File: src/sv/urlpd_pkg.sv
// Shared types, character codes and digit decoding for the URL percent decoder.
package urlpd_pkg;

  localparam logic [7:0] CHAR_PLUS  = 8'h2B;
  localparam logic [7:0] CHAR_PCT   = 8'h25;
  localparam logic [7:0] CHAR_SPACE = 8'h20;
  localparam logic [7:0] CHAR_ZERO  = 8'h30;
  localparam logic [7:0] CHAR_NINE  = 8'h39;
  localparam logic [7:0] CHAR_UPPER_A = 8'h41;
  localparam logic [7:0] CHAR_UPPER_Z = 8'h5A;
  localparam logic [7:0] CHAR_LOWER_A = 8'h61;
  localparam logic [7:0] CHAR_LOWER_Z = 8'h7A;
  localparam logic [5:0] LETTER_BASE  = 6'd10;

  typedef struct packed {
    logic [7:0] text_byte;
    logic       text_end;
  } in_item_t;

  typedef struct packed {
    logic [7:0] plain_byte;
    logic       byte_present;
    logic       text_done;
  } out_item_t;

  // Escape phase, one-hot.
  typedef enum logic [2:0] {
    PH_IDLE = 3'b001,
    PH_HIGH = 3'b010,
    PH_LOW  = 3'b100
  } phase_t;

  // Value of one escape digit; bytes that are not letters or digits count as 48.
  function automatic logic [5:0] digit_value(input logic [7:0] c);
    logic [7:0] diff;
    diff = 8'd0;
    if (c >= CHAR_UPPER_A && c <= CHAR_UPPER_Z) begin
      diff = c - CHAR_UPPER_A;
      return diff[5:0] + LETTER_BASE;
    end else if (c >= CHAR_LOWER_A && c <= CHAR_LOWER_Z) begin
      diff = c - CHAR_LOWER_A;
      return diff[5:0] + LETTER_BASE;
    end else if (c >= CHAR_ZERO && c <= CHAR_NINE) begin
      diff = c - CHAR_ZERO;
      return diff[5:0];
    end
    return CHAR_ZERO[5:0];
  endfunction

endpackage

File: src/sv/urlpd_stream_if.sv
// Valid/ready stream interface used for the decoder's input and result channels.
interface urlpd_stream_if #(parameter type payload_t = logic);
  logic     valid;
  logic     ready;
  payload_t data;

  modport source (output valid, output data, input ready);
  modport sink (input valid, input data, output ready);
endinterface

File: src/sv/urlpd_in_stage.sv
// Input register: captures one encoded byte per transfer.
module urlpd_in_stage (
  input  logic                clk,
  input  logic                rst,
  urlpd_stream_if.sink        text_in,
  input  logic                take,
  output logic                stage_valid,
  output urlpd_pkg::in_item_t stage_item
);

  assign text_in.ready = !stage_valid || take;

  always_ff @(posedge clk) begin
    if (rst) begin
      stage_valid <= 1'b0;
    end else if (text_in.ready) begin
      stage_valid <= text_in.valid;
    end
  end

  always_ff @(posedge clk) begin
    if (text_in.valid && text_in.ready) begin
      stage_item <= text_in.data;
    end
  end

endmodule

File: src/sv/urlpd_decode.sv
// Escape state machine and byte decoding between the input and result registers.
module urlpd_decode (
  input  logic                 clk,
  input  logic                 rst,
  input  logic                 stage_valid,
  input  urlpd_pkg::in_item_t  stage_item,
  input  logic                 out_free,
  output logic                 take,
  output logic                 load,
  output urlpd_pkg::out_item_t result
);

  urlpd_pkg::phase_t phase;
  urlpd_pkg::phase_t phase_next;
  logic [3:0]        high_digit;
  logic [5:0]        digit;
  logic              emit;
  logic              have;
  logic [7:0]        value;

  assign digit = urlpd_pkg::digit_value(stage_item.text_byte);

  always_comb begin
    have       = 1'b0;
    value      = 8'd0;
    phase_next = urlpd_pkg::PH_IDLE;
    case (phase)
      urlpd_pkg::PH_HIGH: begin
        phase_next = urlpd_pkg::PH_LOW;
      end
      urlpd_pkg::PH_LOW: begin
        // Only the low four bits of the high digit survive the wrap to a byte.
        value = {high_digit, 4'd0} + {2'd0, digit};
        have  = 1'b1;
      end
      default: begin
        if (stage_item.text_byte == urlpd_pkg::CHAR_PLUS) begin
          value = urlpd_pkg::CHAR_SPACE;
          have  = 1'b1;
        end else if (stage_item.text_byte == urlpd_pkg::CHAR_PCT) begin
          phase_next = urlpd_pkg::PH_HIGH;
        end else begin
          value = stage_item.text_byte;
          have  = 1'b1;
        end
      end
    endcase
    if (stage_item.text_end) begin
      phase_next = urlpd_pkg::PH_IDLE;
    end
  end

  assign emit = have || stage_item.text_end;
  assign take = stage_valid && (!emit || out_free);
  assign load = stage_valid && emit && out_free;

  assign result.plain_byte   = have ? value : 8'd0;
  assign result.byte_present = have;
  assign result.text_done    = stage_item.text_end;

  always_ff @(posedge clk) begin
    if (rst) begin
      phase      <= urlpd_pkg::PH_IDLE;
      high_digit <= 4'd0;
    end else if (take) begin
      phase <= phase_next;
      if (stage_item.text_end) begin
        high_digit <= 4'd0;
      end else if (phase == urlpd_pkg::PH_HIGH) begin
        high_digit <= digit[3:0];
      end
    end
  end

  // The end of a text always leaves the decoder outside any escape.
  a_end_resets_phase: assert property (@(posedge clk) disable iff (rst)
    take && stage_item.text_end |=> phase == urlpd_pkg::PH_IDLE)
    else $error("escape phase not cleared after end of text");

  // A pending high digit produces no result unless it ends the text.
  a_high_digit_silent: assert property (@(posedge clk) disable iff (rst)
    take && phase == urlpd_pkg::PH_HIGH && !stage_item.text_end |-> !load)
    else $error("result emitted for a pending high digit");

  // Every result carries a byte or marks the end of a text.
  a_result_meaningful: assert property (@(posedge clk) disable iff (rst)
    load |-> result.byte_present || result.text_done)
    else $error("empty result emitted");

  // A low digit always completes the escape with a byte.
  a_low_digit_emits: assert property (@(posedge clk) disable iff (rst)
    stage_valid && phase == urlpd_pkg::PH_LOW |-> have)
    else $error("low digit did not produce a byte");

endmodule

File: src/sv/urlpd_out_stage.sv
// Result register: holds one decoded result until the sink takes it.
module urlpd_out_stage (
  input  logic                 clk,
  input  logic                 rst,
  urlpd_stream_if.source       plain_out,
  input  logic                 load,
  input  urlpd_pkg::out_item_t result,
  output logic                 out_free
);

  logic                 valid;
  urlpd_pkg::out_item_t data;

  assign out_free        = !valid || plain_out.ready;
  assign plain_out.valid = valid;
  assign plain_out.data  = data;

  always_ff @(posedge clk) begin
    if (rst) begin
      valid <= 1'b0;
    end else if (out_free) begin
      valid <= load;
    end
  end

  always_ff @(posedge clk) begin
    if (load) begin
      data <= result;
    end
  end

endmodule

File: src/sv/url_percent_decoder.sv
// URL percent decoder, top level.
// Decodes an encoded text one byte per clock: '+' becomes a space, '%' followed by two
// bytes becomes one byte, any other byte passes through, and the last byte of a text
// always yields a result with text_done set. Each transfer goes through an input
// register and a result register, and a result is presented on plain_out once its
// byte has left the input register and been loaded into the result register.
// The decoder sustains one byte per cycle as long as the result side keeps taking
// results, with text_in.ready following plain_out.ready combinationally.
// Bytes that start an escape or carry its first digit give no result unless they end
// the text.
module url_percent_decoder (
  input  logic           clk,
  input  logic           rst,
  urlpd_stream_if.sink   text_in,
  urlpd_stream_if.source plain_out
);

  logic                 take;
  logic                 load;
  logic                 out_free;
  logic                 stage_valid;
  urlpd_pkg::in_item_t  stage_item;
  urlpd_pkg::out_item_t result;

  urlpd_in_stage u_in_stage (
    .clk         (clk),
    .rst         (rst),
    .text_in     (text_in),
    .take        (take),
    .stage_valid (stage_valid),
    .stage_item  (stage_item)
  );

  urlpd_decode u_decode (
    .clk         (clk),
    .rst         (rst),
    .stage_valid (stage_valid),
    .stage_item  (stage_item),
    .out_free    (out_free),
    .take        (take),
    .load        (load),
    .result      (result)
  );

  urlpd_out_stage u_out_stage (
    .clk       (clk),
    .rst       (rst),
    .plain_out (plain_out),
    .load      (load),
    .result    (result),
    .out_free  (out_free)
  );

endmodule

File: src/flat_wrapper.sv
// flat-port wrapper written by rule: the top's interface ports become plain ports
module url_percent_decoder_flat 
  (clk, rst, text_in_valid, text_in_data, text_in_ready, plain_out_valid, plain_out_data, plain_out_ready);
  urlpd_stream_if #(.payload_t(urlpd_pkg::in_item_t)) text_in_i ();
  urlpd_stream_if #(.payload_t(urlpd_pkg::out_item_t)) plain_out_i ();
  input  logic clk;
  input  logic rst;
  input wire logic [$bits(text_in_i.valid)-1:0] text_in_valid;
  input wire logic [$bits(text_in_i.data)-1:0] text_in_data;
  output wire logic [$bits(text_in_i.ready)-1:0] text_in_ready;
  output wire logic [$bits(plain_out_i.valid)-1:0] plain_out_valid;
  output wire logic [$bits(plain_out_i.data)-1:0] plain_out_data;
  input wire logic [$bits(plain_out_i.ready)-1:0] plain_out_ready;
  assign text_in_i.valid = text_in_valid;
  assign text_in_i.data = text_in_data;
  assign text_in_ready = text_in_i.ready;
  assign plain_out_valid = plain_out_i.valid;
  assign plain_out_data = plain_out_i.data;
  assign plain_out_i.ready = plain_out_ready;
  url_percent_decoder u_core (.clk(clk), .rst(rst), .text_in(text_in_i), .plain_out(plain_out_i));
endmodule
File: config.mk
export PLATFORM = sky130hd
export DESIGN_NAME = url_percent_decoder_flat
export DESIGN_NICKNAME = d
export VERILOG_FILES = /design/src/sv/urlpd_pkg.sv /design/src/sv/urlpd_stream_if.sv /design/src/sv/urlpd_in_stage.sv /design/src/sv/urlpd_decode.sv /design/src/sv/urlpd_out_stage.sv /design/src/sv/url_percent_decoder.sv /design/src/flat_wrapper.sv
export SDC_FILE = /design/constraint.sdc
export NUM_CORES = 1
export LEC_CHECK = 0
export BUFFER_PORTS_ARGS = -buffer_cell sky130_fd_sc_hd__buf_4
export CORE_UTILIZATION = 30
export CTS_CLUSTER_DIAMETER = 40
export DETAILED_ROUTE_END_ITERATION = 10
export PLACE_DENSITY = 0.6
export SYNTH_ARGS = -nofsm -noshare
export SYNTH_HDL_FRONTEND = slang
export SYNTH_HIERARCHICAL = 1
export SYNTH_SLANG_ARGS = --single-unit
File: constraint.sdc
create_clock -name clk -period 3.05 [get_ports clk]
set_clock_uncertainty 0.05 [all_clocks]
set_input_delay 0.305 -clock clk [delete_from_list [all_inputs] [get_ports clk]]
set_output_delay 0.305 -clock clk [all_outputs]
set_load 0.005 [all_outputs]
==> metrics list <==
- HPWL after DPL: 3170 um
* Area Overhead vs Synth: 29.3%
- For this run, design rule violations remaining after detail routing come to 0.
- Counting the fill cells in the layout gives 563.
* Peak supply drop: between 200 and 300 uV
- Detailed Route WL: about 4000 um
* DRT Pass-1 Iters: 4
- Multi-input gate area: between 900 and 1000 um^2
* Clock latency at the later pin of the worst-skew pair: between 0.2 and 0.3 ns
- Number of distinct library cells after synthesis: 55
- From bottom edge to top edge, the die measures 79.6 um.
- The worst hold path belongs to the class input port to flop.
- Reg-to-reg critical path startpoint: u_core/u_in_stage/stage_item[1]$_DFFE_PP_
* Post-layout utilization of the core: 41.4%
- Summing all flip-flop and latch instances after layout gives 751 um^2.
* Crit path launch type: flop
* Vias per std cell: 4.91
* IO Pins: 25
- Max FO, Critical Path: 3
- Min-delay src: text_in_data[1]
* Cell accounting for the most synthesized area: edfxtp_1
- After global routing, the most crowded layer is met2.
- The number of pins with negative max-slew slack in the final report was 0.
- After detailed routing, the average wire length per cell comes to roughly 14 um.
- Routability-driven placement finished with a final weighted congestion of around 0.86.
- Leakage: roughly 0.93 nW
- CTS tree: done
- The floorplan has 27 rows.
- Entering global routing, the biggest net connects 16 pins.
* Post-route cell area: about 2300 um^2
- Antenna Violating Nets Remaining: 0
* DP Area: ~2200 um^2
- Summed over all layers, the global routing overflow is 0.
- The mapped netlist covers ~1800 um^2.
- The number of global-route vias before repair is around 1.4k.
* RSZ-0062 raised after global routing: true
- Top post-synthesis cells by count: edfxtp_1, nor2_1, nand2_1
- Outcome: finished clean
- Final setup TNS: 0 ns
* Die Footprint: between 6000 and 7000 um^2
- For this design, the sink count on the clock tree is 28.
* Number of nets at the end of the flow: ~250
* Starting Density: between 30% and 40%
- Power density relative to cell area: approximately 350 nW/um^2
- The most used flip-flop cell after synthesis is edfxtp_1.
- Setup violations remaining at the end of the flow were counted as 0.
* Total CTS buffers: 3
* Async S/R FF share, synth: 0%
- Number of instances in the placed design: 285
- The worst path needs 3.01 ns of the cycle, external delays included.
- The setup path with the least slack is of type flop to flop.
* Number of port buffers: 24
* Maximum clock frequency: 0.332 GHz
- Synthesized netlist cell count: approximately 170
* Non-filler cells, final: approximately 300
- In this run, synthesis inferred 19 flip-flops with an integrated enable.
- Hold violation count in the final report: 0
- Worst slew margin relative to its limit: between 70% and 80%
- Number of buffers between clock root and the deepest sink: 2
* Critical Path End Type: flop
* Clock transition at the register clock pins on the worst setup and hold paths after CTS: around 0.090 ns
- Placeable core area: around 5600 um^2
* Share of the yosys chip area belonging to registers: a little over two fifths
* Global router's overall resource usage: ~14%
- Total power for the finished layout comes to about 0.81 mW.
- The synthesized design contains 28 register bits.
- Clock root buffer master: clkbuf_8
- Post-Syn Area per Cell: 10.4 um^2
- In the finished design, the share of the clock period the worst path needs comes to between 90% and 100%.
- The first global-routing pass estimated just under 7000 um of wire.
- Net Count, Synth: about 200
* Inserted Diodes: 0
- Met3 GRT Util: under 10%
* Top cells by area, synth: edfxtp_1, dfxtp_1, ha_1, nor2_1, nand2_1
- Die span in x: 79.6 um
- Transition time at the pin with the least slew margin: 0.424 ns
* Worst setup startpoint: u_core/u_in_stage/stage_item[1]$_DFFE_PP_
- Clock H-tree levels: 1
* Top-area cell type share of the netlist area: between 30% and 40%
- Via count of the routed design: roughly 1.4k
* Global routing usage on met2: 22.7%
* DRC violation total after the first TritonRoute iteration: 80
- Global routing used roughly a fifth of the available met1 tracks.
- Total of warnings raised by yosys: 6
* Arrival time at the worst endpoint: 2.99 ns
- Layout cells sized above 1: 37.7%
* Max capacitance violation total: 0
- The most common cell in the synthesized netlist is edfxtp_1.
- The initial antenna violation count was 0.
- Critical path data required time: about 3.0 ns
metal layers:
metal | part of all wire [%] | vias to the layer above
li1 | - | 740
met1 | 49 | 668
met2 | 46 | 37
met3 | 5.3 | 2
met4 | 0.40 | 0
met5 | 0 | -
state kept, by name (all words and copies together) (netlist names):
register                            cells
u_core/u_decode/high_digit              4
u_core/u_out_stage/plain_out.data      10
u_core/u_in_stage/stage_valid           1
u_core/u_in_stage/stage_item            9
u_core/u_decode/phase                   3
u_core/u_out_stage/plain_out.valid      1
worst paths after layout:
kind / to / slack, ns / depth (start not counted)
max: u_core/u_out_stage/plain_out.data[8]$_DFFE_PP_ / 0.04 / 12
min: u_core/u_in_stage/stage_item[1]$_DFFE_PP_ / 0.16 / 1
max reg2reg: u_core/u_out_stage/plain_out.data[8]$_DFFE_PP_ / 0.04 / 12
min reg2reg: u_core/u_decode/high_digit[0]$_SDFFE_PP0P_ / 0.43 / 2
final cells by class:
cell class | instances | area share [%]
sequential | 28 | 32.2
clock buffer | 4 | 1.93
tap | 72 | 3.86
timing repair buffer | 52 | 17.3
multi-input combinational | 126 | 42.7
inverter | 13 | 2.09
report_power, final:
part           internal, mW  switching [mW]  total [mW]  leakage (nW)
logic                0.0879          0.0845       0.172         0.657
clock network        0.0934           0.104       0.197        0.0228
registers             0.426          0.0152       0.442         0.251
worst max-delay path, stage by stage, from the launching register on:
cell and delay, ns:
edfxtp_1 0.43, ha_2 0.24, nor4b_4 0.26, nor4bb_1 0.10, a41o_2 0.25, o22a_1 0.20, a21oi_2 0.11, ha_2 0.20
inv_2 0.04, fa_2 0.33, xnor2_1 0.13, a22o_1 0.19, a22o_1 0.23
through the flow:
| step | hold WS, ns | worst slack [ns] |
|---|---|---|
| CTS | 0.152 | 0.000806 |
| finish | 0.161 | 0.0415 |
| floorplan | 0.317 | 0.00244 |
| global route | 0.143 | -0.0825 |
| detailed placement | 0.418 | -0.0748 |
| global placement | 0.420 | 0.0222 |
repair_timing:
action	in CTS	in global routing
gates cloned	0	0
endpoints found under the setup margin	1	2
hold buffers	0	0
resized for setup	4	8
buffers inserted	3	3
pin swaps	0	4
kinds of logic (layout without fill, tap and decap cells):
| family | Yosys count | after routing | synth area share, % |
|---|---|---|---|
| AND/OR/NAND/NOR | 55 | 55 | 17.7 |
| AO/OA/AOI/OAI | 53 | 53 | 23.0 |
| flip-flops | 28 | 28 | 41.6 |
| buffers and inverters | 20 | 69 | 6.03 |
| adder cells (fa/ha/maj) | 11 | 11 | 8.04 |
| XOR/XNOR | 5 | 5 | 2.43 |
| multiplexers | 2 | 2 | 1.18 |
placed cells by master, fill, tap and decap left out, types with 3 or more instances in the layout:
cell type	count
o22ai_1	4
o21ai_0	8
ha_1	7
clkbuf_8	3
a21oi_2	3
xnor2_1	4
dfxtp_1	9
a21oi_1	7
buf_4	51
inv_2	5
nor2_1	17
nand2_1	15
a22o_1	5
o21ai_1	3
inv_1	8
edfxtp_1	19
Power figures use the tool's default switching activity.
